--- src/rtl/pxb_pkg.sv ---
package pxb_pkg;

  // Destination pixel layouts
  localparam logic [3:0] FMT_RGB15   = 4'd0;
  localparam logic [3:0] FMT_BGR15   = 4'd1;
  localparam logic [3:0] FMT_RGB15PC = 4'd2;
  localparam logic [3:0] FMT_BGR15PC = 4'd3;
  localparam logic [3:0] FMT_RGB16   = 4'd4;
  localparam logic [3:0] FMT_BGR16   = 4'd5;
  localparam logic [3:0] FMT_RGB16PC = 4'd6;
  localparam logic [3:0] FMT_BGR16PC = 4'd7;
  localparam logic [3:0] FMT_RGB24   = 4'd8;
  localparam logic [3:0] FMT_BGR24   = 4'd9;
  localparam logic [3:0] FMT_ARGB32  = 4'd10;
  localparam logic [3:0] FMT_BGRA32  = 4'd11;
  localparam logic [3:0] FMT_RGBA32  = 4'd12;

  localparam logic [3:0] FMT_RESET = FMT_RGB16;

  // Saturation limits per channel depth
  localparam logic [7:0] MAX_D5 = 8'd31;
  localparam logic [7:0] MAX_D6 = 8'd63;
  localparam logic [7:0] MAX_D8 = 8'd255;

  typedef enum logic [1:0] {
    DEPTH_5 = 2'd0,
    DEPTH_6 = 2'd1,
    DEPTH_8 = 2'd2
  } depth_e;

  // One color channel ready for the blend datapath
  typedef struct packed {
    logic [7:0] src;   // source already reduced to channel depth
    logic [7:0] wgt;   // weight already reduced to channel depth
    logic [7:0] old;   // old channel value, zero extended
    depth_e     depth;
  } lane_t;

  // Per-pixel control carried alongside the lanes
  typedef struct packed {
    logic [3:0]  fmt;
    logic        skip;
    logic [31:0] dst;
  } ctrl_t;

endpackage

--- src/rtl/pxb_unpack.sv ---
module pxb_unpack (
  input  logic             clk_i,
  input  logic             rst_ni,
  input  logic             valid_i,
  input  logic [3:0]       fmt_i,
  input  logic [7:0]       src_red_i,
  input  logic [7:0]       src_green_i,
  input  logic [7:0]       src_blue_i,
  input  logic [7:0]       src_weight_i,
  input  logic [31:0]      dst_bytes_i,
  output logic             valid_o,
  output pxb_pkg::lane_t   lane_o [3],
  output pxb_pkg::ctrl_t   ctrl_o
);
  import pxb_pkg::*;

  logic        valid_q;
  lane_t       lane_d [3];
  lane_t       lane_q [3];
  ctrl_t       ctrl_d;
  ctrl_t       ctrl_q;

  logic        wide;
  logic        little;
  logic        bgr;
  logic [15:0] word;
  logic [7:0]  hi_s;
  logic [7:0]  lo_s;
  logic [4:0]  w5;
  logic [5:0]  wg;

  // Split a 15/16-bit word and pick the channel order
  assign wide   = fmt_i[2];
  assign little = fmt_i[1];
  assign bgr    = fmt_i[0];
  assign word   = little ? dst_bytes_i[15:0] : {dst_bytes_i[7:0], dst_bytes_i[15:8]};
  assign hi_s   = bgr ? src_blue_i : src_red_i;
  assign lo_s   = bgr ? src_red_i : src_blue_i;
  assign w5     = src_weight_i[7:3];
  assign wg     = wide ? src_weight_i[7:2] : {1'b0, w5};

  // Decode the layout into three channel lanes
  always_comb begin
    ctrl_d.fmt  = fmt_i;
    ctrl_d.dst  = dst_bytes_i;
    ctrl_d.skip = 1'b1;
    for (int i = 0; i < 3; i++) begin
      lane_d[i] = '{src: 8'd0, wgt: 8'd0, old: 8'd0, depth: DEPTH_8};
    end
    unique case (fmt_i) inside
      [FMT_RGB15:FMT_BGR16PC]: begin
        ctrl_d.skip = wide ? (src_weight_i[7:2] == 6'h3f) : (w5 == 5'h1f);
        lane_d[0].src   = {3'd0, hi_s[7:3]};
        lane_d[0].wgt   = {3'd0, w5};
        lane_d[0].old   = wide ? {3'd0, word[15:11]} : {3'd0, word[14:10]};
        lane_d[0].depth = DEPTH_5;
        lane_d[1].src   = wide ? {2'd0, src_green_i[7:2]} : {3'd0, src_green_i[7:3]};
        lane_d[1].wgt   = {2'd0, wg};
        lane_d[1].old   = wide ? {2'd0, word[10:5]} : {3'd0, word[9:5]};
        lane_d[1].depth = wide ? DEPTH_6 : DEPTH_5;
        lane_d[2].src   = {3'd0, lo_s[7:3]};
        lane_d[2].wgt   = {3'd0, w5};
        lane_d[2].old   = {3'd0, word[4:0]};
        lane_d[2].depth = DEPTH_5;
      end
      FMT_RGB24, FMT_RGBA32, FMT_BGR24, FMT_BGRA32: begin
        ctrl_d.skip = (src_weight_i == 8'hff);
        lane_d[0] = '{src: (fmt_i == FMT_RGB24 || fmt_i == FMT_RGBA32) ? src_red_i
                                                                         : src_blue_i,
                      wgt: src_weight_i, old: dst_bytes_i[7:0], depth: DEPTH_8};
        lane_d[1] = '{src: src_green_i, wgt: src_weight_i, old: dst_bytes_i[15:8],
                      depth: DEPTH_8};
        lane_d[2] = '{src: (fmt_i == FMT_RGB24 || fmt_i == FMT_RGBA32) ? src_blue_i
                                                                         : src_red_i,
                      wgt: src_weight_i, old: dst_bytes_i[23:16], depth: DEPTH_8};
      end
      FMT_ARGB32: begin
        ctrl_d.skip = (src_weight_i == 8'hff);
        lane_d[0] = '{src: src_red_i, wgt: src_weight_i, old: dst_bytes_i[15:8],
                      depth: DEPTH_8};
        lane_d[1] = '{src: src_green_i, wgt: src_weight_i, old: dst_bytes_i[23:16],
                      depth: DEPTH_8};
        lane_d[2] = '{src: src_blue_i, wgt: src_weight_i, old: dst_bytes_i[31:24],
                      depth: DEPTH_8};
      end
      default: begin
        ctrl_d.skip = 1'b1;
      end
    endcase
  end

  // Hold valid under reset
  always_ff @(posedge clk_i or negedge rst_ni) begin
    if (!rst_ni) begin
      valid_q <= 1'b0;
    end else begin
      valid_q <= valid_i;
    end
  end

  // Capture the decoded word
  always_ff @(posedge clk_i) begin
    if (valid_i) begin
      lane_q <= lane_d;
      ctrl_q <= ctrl_d;
    end
  end

  assign valid_o = valid_q;
  assign lane_o  = lane_q;
  assign ctrl_o  = ctrl_q;

endmodule

--- src/rtl/pxb_lane.sv ---
module pxb_lane (
  input  logic           clk_i,
  input  pxb_pkg::lane_t lane_i,
  output logic [7:0]     res_o
);
  import pxb_pkg::*;

  logic [15:0] prod_q;
  logic [7:0]  src_q;
  depth_e      depth_q;
  logic [7:0]  keep;
  logic [7:0]  maxv;
  logic [8:0]  sum;
  logic [7:0]  res_q;

  // Stage one: weight times old channel
  always_ff @(posedge clk_i) begin
    prod_q  <= {8'd0, lane_i.wgt} * {8'd0, lane_i.old};
    src_q   <= lane_i.src;
    depth_q <= lane_i.depth;
  end

  // Stage two: scale down, add source, clamp to channel maximum
  always_comb begin
    case (depth_q)
      DEPTH_5: begin
        keep = {3'd0, prod_q[9:5]};
        maxv = MAX_D5;
      end
      DEPTH_6: begin
        keep = {2'd0, prod_q[11:6]};
        maxv = MAX_D6;
      end
      default: begin
        keep = prod_q[15:8];
        maxv = MAX_D8;
      end
    endcase
  end

  assign sum = {1'b0, src_q} + {1'b0, keep};

  always_ff @(posedge clk_i) begin
    res_q <= (sum > {1'b0, maxv}) ? maxv : sum[7:0];
  end

  assign res_o = res_q;

endmodule

--- src/rtl/pxb_pack.sv ---
module pxb_pack (
  input  logic           clk_i,
  input  logic           rst_ni,
  input  logic           valid_i,
  input  pxb_pkg::ctrl_t ctrl_i,
  input  logic [7:0]     res_i [3],
  output logic           valid_o,
  output logic [31:0]    new_bytes_o,
  output logic           write_enable_o
);
  import pxb_pkg::*;

  logic        valid_q;
  logic [31:0] bytes_d;
  logic [31:0] bytes_q;
  logic        we_q;
  logic [15:0] nw;
  logic [31:0] dst;

  assign dst = ctrl_i.dst;
  assign nw  = ctrl_i.fmt[2] ? {res_i[0][4:0], res_i[1][5:0], res_i[2][4:0]}
                             : {1'b0, res_i[0][4:0], res_i[1][4:0], res_i[2][4:0]};

  // Place the blended channels back into the destination layout
  always_comb begin
    bytes_d = dst;
    if (!ctrl_i.skip) begin
      unique case (ctrl_i.fmt) inside
        [FMT_RGB15:FMT_BGR16PC]: begin
          bytes_d[15:0] = ctrl_i.fmt[1] ? nw : {nw[7:0], nw[15:8]};
        end
        FMT_ARGB32: begin
          bytes_d[31:8] = {res_i[2], res_i[1], res_i[0]};
        end
        FMT_RGB24, FMT_BGR24, FMT_BGRA32, FMT_RGBA32: begin
          bytes_d[23:0] = {res_i[2], res_i[1], res_i[0]};
        end
        default: begin
          bytes_d = dst;
        end
      endcase
    end
  end

  // Advance the output strobe
  always_ff @(posedge clk_i or negedge rst_ni) begin
    if (!rst_ni) begin
      valid_q <= 1'b0;
    end else begin
      valid_q <= valid_i;
    end
  end

  always_ff @(posedge clk_i) begin
    if (valid_i) begin
      bytes_q <= bytes_d;
      we_q    <= !ctrl_i.skip;
    end
  end

  assign valid_o        = valid_q;
  assign new_bytes_o    = bytes_q;
  assign write_enable_o = we_q;

endmodule

--- src/rtl/premultiplied_pixel_blend.sv ---
// A word taken with start appears on new_valid_o after the four register stages named below.
// Throughput: one pixel per clock; four register stages (decode, multiply,
// add and clamp, repack) each hold one pixel, so busy stays low.
// The receiver cannot stall.
// Reset clears all valid bits and sets pixel_format to RGB16.
module premultiplied_pixel_blend (
  input  logic        clk_i,
  input  logic        rst_ni,
  input  logic        start,
  output logic        busy,
  input  logic [7:0]  src_red_i,
  input  logic [7:0]  src_green_i,
  input  logic [7:0]  src_blue_i,
  input  logic [7:0]  src_weight_i,
  input  logic [31:0] dst_bytes_i,
  output logic        new_valid_o,
  output logic [31:0] new_bytes_o,
  output logic        write_enable_o,
  input  logic        cfg_valid_i,
  output logic        cfg_ready_o,
  input  logic [3:0]  cfg_pixel_format_i
);
  import pxb_pkg::*;

  logic [3:0] fmt_q;
  logic       accept;
  logic       s1_valid;
  lane_t      s1_lane [3];
  ctrl_t      s1_ctrl;
  logic       s2_valid_q;
  logic       s3_valid_q;
  ctrl_t      s2_ctrl_q;
  ctrl_t      s3_ctrl_q;
  logic [7:0] lane_res [3];

  assign busy        = 1'b0;
  assign cfg_ready_o = 1'b1;
  assign accept      = start && !busy;

  // Hold the pixel format register
  always_ff @(posedge clk_i or negedge rst_ni) begin
    if (!rst_ni) begin
      fmt_q <= FMT_RESET;
    end else if (cfg_valid_i && cfg_ready_o) begin
      fmt_q <= cfg_pixel_format_i;
    end
  end

  pxb_unpack u_unpack (
    .clk_i,
    .rst_ni,
    .valid_i      (accept),
    .fmt_i        (fmt_q),
    .src_red_i,
    .src_green_i,
    .src_blue_i,
    .src_weight_i,
    .dst_bytes_i,
    .valid_o      (s1_valid),
    .lane_o       (s1_lane),
    .ctrl_o       (s1_ctrl)
  );

  for (genvar i = 0; i < 3; i++) begin : g_lane
    pxb_lane u_lane (
      .clk_i,
      .lane_i (s1_lane[i]),
      .res_o  (lane_res[i])
    );
  end

  // Advance valid bits alongside the two lane stages
  always_ff @(posedge clk_i or negedge rst_ni) begin
    if (!rst_ni) begin
      s2_valid_q <= 1'b0;
      s3_valid_q <= 1'b0;
    end else begin
      s2_valid_q <= s1_valid;
      s3_valid_q <= s2_valid_q;
    end
  end

  always_ff @(posedge clk_i) begin
    s2_ctrl_q <= s1_ctrl;
    s3_ctrl_q <= s2_ctrl_q;
  end

  pxb_pack u_pack (
    .clk_i,
    .rst_ni,
    .valid_i        (s3_valid_q),
    .ctrl_i         (s3_ctrl_q),
    .res_i          (lane_res),
    .valid_o        (new_valid_o),
    .new_bytes_o,
    .write_enable_o
  );

endmodule
--- config.mk ---
export PLATFORM = sky130hd
export DESIGN_NAME = premultiplied_pixel_blend
export DESIGN_NICKNAME = d
export VERILOG_FILES = /design/src/rtl/pxb_pkg.sv /design/src/rtl/pxb_unpack.sv /design/src/rtl/pxb_lane.sv /design/src/rtl/pxb_pack.sv /design/src/rtl/premultiplied_pixel_blend.sv
export SDC_FILE = /design/constraint.sdc
export NUM_CORES = 1
export LEC_CHECK = 0
export BUFFER_PORTS_ARGS = -buffer_cell sky130_fd_sc_hd__buf_2
export CAP_MARGIN = 10
export CORE_MARGIN = 4
export CORE_UTILIZATION = 45
export CTS_BUF_LIST = sky130_fd_sc_hd__clkbuf_8
export CTS_CLUSTER_DIAMETER = 60
export DETAILED_ROUTE_END_ITERATION = 16
export PLACE_DENSITY = 0.66
export SETUP_SLACK_MARGIN = 0.15
export SLEW_MARGIN = 5
export SYNTH_ARGS = -nofsm -noshare
export SYNTH_HDL_FRONTEND = slang
export SYNTH_SLANG_ARGS = --single-unit
--- constraint.sdc ---
create_clock -name clk_i -period 9.15 [get_ports clk_i]
set_clock_uncertainty 0.1 [all_clocks]
set_input_delay 0.915 -clock clk_i [delete_from_list [all_inputs] [get_ports clk_i]]
set_output_delay 0.915 -clock clk_i [all_outputs]
set_load 0.01 [all_outputs]
==> metrics.txt, run 1 <==
CTS Hold Buffers Added=0; grt ovf=0; Via Count=11617; combinational power share=37.3%; top-count cell post-synth=inv_1; Clk pwr share=24.4%; largest net degree at the start of global routing=56; CTS Buffer Depth=3; Cells after Synth=1548; fraction of layout cells with a size suffix above 1=13.4%; max cap viols=0; Layout area overhead=11.8%; Cell Pwr Density=251 nW/um^2; H-tree levels=2; crit path cell chain=and2_1, fa_1, fa_1, fa_1, inv_1, fa_1, inv_1, ha_1, and3_1, a221o_2, a21oi_1, o21ai_0, xor2_1; post-cts resize count=0; first-pass GRT wire length=62.5 mm; Worst Path Buf+Inv=2; type of the tightest min-delay check=input pin to async pin; Final Hold Fails=0; Post-DRT Antenna Nets=0; Post-synth EDFFs=134; leakage power=0.00882 uW; CTS tree=yes; number of global-route vias before repair=11688; Die Footprint=41200 um^2; Core Footprint=37600 um^2; RSZ-0062 raised after global routing=no; setup TNS=0 ps; final setup vio count=0; initial DRC count=722; CP endpoint kind=flip-flop; Top Ports=108; Skew-Pair Late Insertion Delay=600 ps; Crit path arrival time=5200 ps; CTS Sinks=299; Port-buffer cells=105; Post-CTS Setup Inserts=0; met2 usage in global routing=30.9%; CP max FO=24; synth top area cells=edfxtp_1, dfxtp_1, fa_1, ha_1, and2_1; top cells by count, synth=inv_1, dfxtp_1, and2_1; Int Power=3120 uW; first drt pass iteration count=5; GPL Wtd Cong=0.874; HPWL Detailed=30.1 mm; top-area cell type share of the netlist area=23.5%; Hold Worst Slack=96.8 ps; Syn Std Cell Area=17100 um^2; antenna violations before repair=2; maximum clock frequency=0.206 GHz; Yosys cell types=65; Yosys top cell by area=edfxtp_1; Required @ worst endpoint=9500 ps; dpl cell area=18100 um^2; Inst Count DP=2119; initial core utilization=45.6%; Switching Share=35.2%; gr usage total=19.1%; Seq cells post-synth=299; outcome=complete, no violations; # nets final=1970; met3 Usage GRT=3.95%; final non-filler cell total=2210; startpoint types=flip-flop; slowest CP cell=edfxtp_1; Worst slew margin=29.7%; grt peak-use layer=met2; Post-Syn Nets=1860; Reg power frac=38.3%; Detailed Route WL=39.4 mm; die width=203 um; Worst-Margin Slew=1050 ps; clock period minus worst slack=4860 ps; Row Count=71; Fillers=3371; WL per Instance=17.8 um; Final Max Tran Viols=0; Die H=203 um; CTS Root Cell=clkbuf_8; clock slew at reported path FFs=60 ps; Final Core Density=51.0%; CTS Buf Count=48; cell area after layout=19200 um^2; synthesis warning total=0; Sw Pwr=1700 uW; mean post-synth cell area=11.1 um^2; Via density=5.26; DRC viols=0; critical path class=flip-flop to flip-flop; dominant synthesized flop cell=dfxtp_1; critical path's largest stage delay=870 ps; Most Frequent Cell on Critical Path=fa_1; post-synthesis sequential area ratio=43.0%; maximum VDD drop=139 uV; Tcrit/Tclk final=53.1%; CP delay by family, top=adder cells; met1 GRT Util=25.4%; Synth async-reset ratio=2.68%
==> worst reg2reg max path, cell delays in order, from the launching register on <==
cell      delay, ps
edfxtp_1        870
and2_1          280
fa_1            420
fa_1            510
fa_1            490
inv_1            50
fa_1            520
inv_1            40
ha_1            320
and3_1          180
a221o_2         390
a21oi_1         240
o21ai_0         140
xor2_1          150
==> final cells by class <==
cell class                      instances  area, um^2  share of cell area, %
Multi-Input combinational cell       1025        8910                   46.5
Timing Repair Buffer                  111         573                   2.99
Inverter                              173         649                   3.39
Antenna cell                            1        2.50                 0.0131
Tap cell                              511         639                   3.34
Sequential cell                       299        7370                   38.5
Clock buffer                           53         729                   3.81
Clock inverter                         37         283                   1.48
==> routing by layer <==
metal,wire (um),part of all wire (%),vias to the layer above
met4,1330,3.4,2
met5,12,0.030,-
met3,3180,8.1,93
met2,18100,46,415
met1,16800,43,5606
li1,-,-,5501
==> sequential cells by signal, indices dropped and copies added, names as in the netlist, 2 cells and up <==
name,cells
u_unpack.lane_o,64
s2_ctrl_q,37
s3_ctrl_q,37
u_unpack.ctrl_o,37
g_lane.u_lane.prod_q,33
u_pack.new_bytes_o,32
g_lane.u_lane.res_o,24
g_lane.u_lane.src_q,24
fmt_q,4
g_lane.u_lane.depth_q,2
==> cells by family (layout without fill, tap and decap cells) <==
group / Yosys count / count (layout) / share of synthesized area (%)
mux: 68 / 68 / 4.54
xor+xnor: 48 / 48 / 2.45
fa+ha+maj: 240 / 240 / 22.3
flops: 299 / 299 / 43.0
simple gates: 434 / 434 / 13.0
other cells: 2 / 3 / 0.0438
buf+inv: 224 / 374 / 5.03
compound gates: 233 / 233 / 9.67
==> cell usage in the layout (no fill, tap or decap), drive strengths merged, types with 44 or more instances in the layout <==
master,netlist,routed
inv,173,192
ha,132,132
and2,155,155
fa,108,108
clkbuf,35,53
nand2,119,119
dfxtp,157,157
a21oi,44,44
o21ai,48,48
nor2,83,83
edfxtp,134,134
buf,16,111
==> power groups by stage <==
stage | Combinational [uW] | Clock [uW] | Sequential, uW
after floorplan | 1390 | 0 | 1770
after global placement | 1760 | 0 | 1870
after detailed placement | 1800 | 0 | 1870
after CTS | 1810 | 1210 | 1840
after global routing | 2060 | 1270 | 1870
final | 1800 | 1170 | 1840
==> metrics by stage <==
stage          worst slack (ps)  power, uW
4_1_cts                    4280       4870
3_5_place_dp               4320       3670
2_1_floorplan              4590       3160
3_3_place_gp               4430       3630
6_report                   4290       4820
5_1_grt                    4020       5200
==> path summary, 6_finish.rpt <==
path / start / endpoint / slack (ps) / cells past startpoint
setup / recovery: u_unpack.lane_o[16] / g_lane[0].u_lane.prod_q[14] / 4290 / 13
hold / removal: rst_ni / fmt_q[1] / 100 / 1
setup reg to reg: u_unpack.lane_o[16] / g_lane[0].u_lane.prod_q[14] / 4290 / 13
hold reg to reg: s2_ctrl_q[23] / s3_ctrl_q[23] / 220 / 0
max in group asynchronous: rst_ni / fmt_q[2] / 8590 / 1
min in group clk_i: s2_ctrl_q[23] / s3_ctrl_q[23] / 220 / 0
(Power assumes the default switching activity.)
==> run 2, diff against run 1 <==
- ABC_AREA: not set -> 1
- clock period: 9.15 -> 4.7 ns (I/O delays scaled with it)
==> run 2 against run 1 <==
Clock power is 110% higher; critical path depth is 3 higher; via count grew 24%; synthesized area grew 6.9%; global-route usage up 1.4 points; fmax increased by 13%; sequential power increased by 92%; cell count rose by 30%; die area up 6.6%; setup slack got worse by 3900 ps; power is 110% higher; synthesized cell count increased by 39%; critical path type unchanged.
==> metrics.txt, run 2 <==
Post-Syn Nets=2457; antenna violations before repair=2; top-count cell post-synth=nand2_1; Final Hold Fails=0; CP endpoint kind=flip-flop; dpl cell area=19300 um^2; Seq cells post-synth=299; Setup crit end=g_lane[2].u_lane.prod_q[12]; largest net degree at the start of global routing=76; Crit path arrival time=4700 ps; metal2 WL=20.9 mm; crit path cell chain=buf_4, nand2_1, fa_1, fa_1, inv_1, fa_1, inv_1, fa_1, inv_1, ha_1, nand2_1, inv_1, a21oi_1, or2_2, nand4_1, nand2_1; Int Power=6170 uW; Die H=210 um; # nets final=2609; Yosys cell types=48; maximum clock frequency=0.232 GHz; gr usage total=20.5%; mean post-synth cell area=8.53 um^2; Yosys top cell by area=edfxtp_1; H-tree levels=2; DRC viols=0; Via density=5.04; max reg flops=64; most common cell after layout, fill and taps aside=nand2_1; initial core utilization=45.7%; final setup vio count=0; Post-synth EDFFs=134; met3 wire len=3.45 mm; Tcrit/Tclk final=91.6%; first-pass GRT wire length=72.1 mm; Detailed Route WL=45.6 mm; Die Footprint=44000 um^2; die width=210 um; Cell Pwr Density=487 nW/um^2; setup TNS=0 ps; grt ovf=0; worst reg2reg path depth=16; Clk pwr share=24.4%; Core Footprint=40000 um^2; Port-buffer cells=105; fraction of layout cells with a size suffix above 1=9.93%; Top Ports=108; GPL Wtd Cong=0.910; Via Count=14436; critical path class=flip-flop to flip-flop; first drt pass iteration count=11; CTS Sinks=299; Worst-Margin Slew=1070 ps; Register-to-Register Setup Slack=400 ps; CTS tree=yes; initial DRC count=879; dominant synthesized flop cell=dfxtp_1; top-area cell type share of the netlist area=22.0%; type of the tightest min-delay check=input pin to flip-flop; Highest Signal Layer=met5; most frequent cells in the layout=nand2_1, inv_1, dfxtp_1; synth top area cells=edfxtp_1, dfxtp_1, fa_1, nand2_1, inv_1; clock period minus worst slack=4300 ps; RSZ-0062 raised after global routing=no; Cells after Synth=2145; Fillers=3713; Skew-Pair Late Insertion Delay=630 ps; CTS Buffer Depth=3; number of global-route vias before repair=14007; slowest CP cell=edfxtp_1; Layout area overhead=14.0%; worst reg2reg path startpoint=u_unpack.lane_o[15]; outcome=complete, no violations; post-synthesis sequential area ratio=40.3%; Worst slew margin=28.8%; CTS Buf Count=49; CTS Root Cell=clkbuf_8; Row Count=73; CP max FO=9; startpoint types=flip-flop; maximum VDD drop=232 uV; HPWL Detailed=35.6 mm; Post-DRT Antenna Nets=0; Final Max Tran Viols=0; combinational power share=40.8%; Sw Pwr=3990 uW; clock slew at reported path FFs=60 ps; reg2reg end=g_lane[2].u_lane.prod_q[12]; Syn Std Cell Area=18300 um^2; Synth async-reset ratio=2.68%; Reg power frac=34.9%; synthesis warning total=0; top cells by count, synth=nand2_1, inv_1, dfxtp_1; WL per Instance=15.9 um; Required @ worst endpoint=5100 ps; critical path's largest stage delay=580 ps; leakage power=0.0112 uW; cell area after layout=20900 um^2; max cap viols=0; Switching Share=39.3%; CP startpoint=u_unpack.lane_o[15]; met1 wire length=19.6 mm
==> run 2: cell types whose count changed after synthesis, sizes merged, moves of 29 or more <==
cell | previous run | this run
nand3 | 5 | 81
mux2i | 35 | 0
o21ai | 48 | 100
inv | 173 | 472
xnor2 | 38 | 9
a21oi | 44 | 85
and2 | 155 | 0
nand2 | 119 | 541
o211ai | 0 | 37
==> run 2: worst min path at each step <==
stage	from	to	slack (ps)	cells past startpoint
2_1_floorplan	rst_ni	fmt_q[0]	70	0
3_3_place_gp	s2_ctrl_q[7]	s3_ctrl_q[7]	210	0
3_5_place_dp	s2_ctrl_q[12]	s3_ctrl_q[12]	210	0
4_1_cts	dst_bytes_i[10]	u_unpack.ctrl_o[10]	1	1
5_1_grt	dst_bytes_i[10]	u_unpack.ctrl_o[10]	9	1
6_report	cfg_valid_i	fmt_q[1]	50	2
==> run 2: logic make-up (layout without fill, tap and decap cells) <==
group / after synthesis / in the layout / synth area share (%)
simple gates: 744 / 744 / 16.6
buf+inv: 542 / 734 / 11.4
flops: 299 / 299 / 40.3
compound gates: 293 / 293 / 9.64
fa+ha+maj: 240 / 240 / 20.8
xor+xnor: 25 / 25 / 1.20
other cells: 2 / 3 / 0.0410
==> run 2: timing repair <==
item,CTS,global route
hold buffers,39,0
buffers inserted,0,8
hold endpoints to repair,42,0
setup endpoints to repair,0,5
resized for setup,0,0
==> run 2: final cells by class <==
| cell class | count | area, um^2 | share of cell area [%] |
|---|---|---|---|
| multi-input combinational | 1304 | 8840 | 42.4 |
| clock buffer | 57 | 785 | 3.76 |
| sequential | 299 | 7370 | 35.3 |
| timing repair buffer | 171 | 1120 | 5.37 |
| tap | 525 | 657 | 3.15 |
| antenna | 1 | 2.50 | 0.0120 |
| clock inverter | 34 | 310 | 1.49 |
| inverter | 472 | 1780 | 8.52 |
==> run 2: power by group through the flow <==
stage | combinational, uW | sequential [uW] | clock (uW)
global placement | 4020 | 3590 | 0
CTS | 4140 | 3540 | 2540
global route | 4780 | 3580 | 2670
detailed placement | 4080 | 3590 | 0
floorplan | 3090 | 3420 | 0
finish | 4140 | 3540 | 2470
==> run 2: per-layer routing <==
layer	vias to the layer above	GRT usage [%]
li1	7077	-
met4	2	8.62
met2	527	32.8
met5	-	0
met3	92	3.74
met1	6738	27.6
==> run 2: worst max-delay path, delay by kind of cell (launching register included) <==
family / cells / cell delay [ps]
flip-flops: 1 / 580
buffers and inverters: 5 / 480
adder cells (fa/ha/maj): 5 / 2350
AND/OR/NAND/NOR: 5 / 630
AO/OA/AOI/OAI: 1 / 60
==> run 2: per-stage QoR <==
| stage | hold WS, ps | instances | setup slack, ps | util, % | total power, uW |
|---|---|---|---|---|---|
| 2_1_floorplan | 74.4 | 2145 | 483 | - | 6500 |
| 3_3_place_gp | 210 | 2724 | 409 | 48.3 | 7610 |
| 3_5_place_dp | 212 | 2724 | 344 | 48.3 | 7670 |
| 4_1_cts | 1.40 | 2854 | 317 | 52.0 | 10200 |
| 5_1_grt | 8.60 | 2863 | 168 | 52.2 | 11000 |
| 6_report | 47.5 | 2863 | 396 | 52.2 | 10200 |
==> run 3, diff against run 2 <==
- PLACE_DENSITY: 0.66 -> not set
==> run 3 against run 2 <==
Global-route usage grew 0.18 points; non-clock buffer count decreased by 32; worst hold slack got worse by 21 ps; via count shrank 0.97%; core utilization fell by 0.66 points; flip-flop and latch count unchanged; critical path type unchanged; largest power group unchanged.
==> metrics.txt, run 3 (synthesis gave the netlist of run 2 again) <==
Final Hold Fails=0; met3 Usage GRT=2.72%; Fillers=3760; Inst Count DP=2724; maximum clock frequency=0.235 GHz; outcome=complete, no violations; maximum VDD drop=232 uV; post-cts resize count=0; Die H=210 um; CTS Buf Count=49; total power=10200 uW; setup TNS=0 ps; Worst-Margin Slew=934 ps; CTS tree=yes; number of global-route vias before repair=13830; Final Max Tran Viols=0; post-placement setup slack=401 ps; Int Power=6190 uW; Via Count=14296; max cap viols=0; clock period minus worst slack=4250 ps; antenna violations before repair=0; grt peak-use layer=met2; Sw Pwr=3960 uW; critical path class=flip-flop to flip-flop; Register-to-Register Setup Slack=450 ps; grt ovf=0; most frequent cells in the layout=nand2_1, inv_1, dfxtp_1; Layout area overhead=12.6%; startpoint types=flip-flop; setup ws final=448 ps; type of the tightest min-delay check=input pin to flip-flop; Skew-Pair Late Insertion Delay=580 ps; combinational power share=40.3%; DRC viols=0; CP max FO=9; CTS Sinks=299; H-tree levels=2; final non-filler cell total=2832; Row Count=73; Worst slew margin=37.7%; HPWL Detailed=36.2 mm; Detailed Route WL=45.7 mm; CP endpoint kind=flip-flop; Crit path arrival time=4630 ps; Port-buffer cells=105; Die Footprint=44000 um^2; GPL Wtd Cong=0.891; Storage cell area=7370 um^2; Reg power frac=34.9%; leakage power=0.0111 uW; CP startpoint=u_unpack.lane_o[12]; met2 usage in global routing=33.5%; clock slew at reported path FFs=60 ps; initial DRC count=967; gr usage total=20.7%; # nets final=2577; hold path startpoint=dst_bytes_i[20]; CTS Root Cell=clkbuf_8; Tcrit/Tclk final=90.5%; Required @ worst endpoint=5070 ps; fraction of layout cells with a size suffix above 1=9.71%; dpl cell area=19300 um^2; largest net degree at the start of global routing=66; cell area after layout=20600 um^2; Top Ports=108; Post-DRT Antenna Nets=0; max reg flops=64; Via density=5.05; worst reg2reg path startpoint=u_unpack.lane_o[12]; Switching Share=39.0%; most common cell after layout, fill and taps aside=nand2_1; die width=210 um; WL per Instance=16.1 um; Clk pwr share=24.7%; first drt pass iteration count=5; CTS Buffer Depth=3; Core Footprint=40000 um^2; first-pass GRT wire length=73.1 mm; met1 GRT Util=29.5%; RSZ-0062 raised after global routing=no; initial core utilization=45.7%; footprint of the multi-input gates=8840 um^2; Cell Pwr Density=493 nW/um^2; final setup vio count=0
==> run 3: cell types whose count changed in the layout (fill, tap and decap cells not counted) <==
cell,previous run,this run
inv_1,480,477
clkinvlp_4,0,2
clkinv_1,2,7
buf_12,0,1
clkbuf_8,57,58
inv_12,1,0
dlygate4sd3_1,39,14
inv_6,4,3
buf_4,28,20
bufinv_16,5,6
inv_4,3,2
clkinv_2,5,3
==> run 3: metrics by stage <==
stage,hold WS (ps),utilization [%]
2_1_floorplan,74.4,-
3_3_place_gp,210,48.3
3_5_place_dp,212,48.3
4_1_cts,0.121,51.4
5_1_grt,6.64,51.5
6_report,26.8,51.5
==> run 3: cell type report <==
| class | count | area share (%) |
|---|---|---|
| clock inverters | 34 | 1.56 |
| diodes | 1 | 0.0121 |
| well taps | 525 | 3.19 |
| inverters | 472 | 8.62 |
| flip-flops and latches | 299 | 35.8 |
| multi-input cells | 1304 | 42.9 |
| repair buffers | 139 | 4.03 |
| clock buffers | 58 | 3.88 |
==> run 3: final timing paths <==
kind                                               end  depth (start not counted)
setup / recovery           g_lane[2].u_lane.prod_q[12]                         16
hold / removal                     u_unpack.ctrl_o[20]                          1
setup reg to reg           g_lane[2].u_lane.prod_q[12]                         16
hold reg to reg                          s3_ctrl_q[25]                          0
max in group asynchronous                     fmt_q[2]                          2
min in group asynchronous               u_pack.valid_o                          2
==> run 3: worst max-delay path: stages (launching register included) <==
cell and delay (ps):
edfxtp_1 590, buf_4 250, nand2_1 90, fa_1 510
fa_1 490, inv_1 50, fa_1 470, inv_1 50
fa_1 470, inv_1 40, ha_1 340, nand2_1 120
inv_1 100, a21oi_1 60, or2_2 280, nand4_1 90
nand2_1 50
==> run 3: routing by layer <==
| metal | vias up | wire [um] | share of wire, % |
|---|---|---|---|
| met1 | 6779 | 20800 | 46 |
| met2 | 443 | 21000 | 46 |
| li1 | 7012 | - | - |
| met4 | 0 | 980 | 2.1 |
| met5 | - | 0 | 0 |
| met3 | 62 | 2830 | 6.2 |
==> run 3: what timing repair did <==
action                                  in CTS  in global routing
setup buffers                                0                  1
hold endpoints to repair                    21                  0
hold buffers                                14                  0
endpoints found under the setup margin       0                  2
==> run 3: power groups by stage <==
stage / clock (uW) / combinational, uW / sequential (uW)
after floorplan: 0 / 3090 / 3420
after global placement: 0 / 4030 / 3600
after detailed placement: 0 / 4070 / 3610
after CTS: 2570 / 4100 / 3550
after global routing: 2700 / 4740 / 3590
final: 2510 / 4100 / 3550
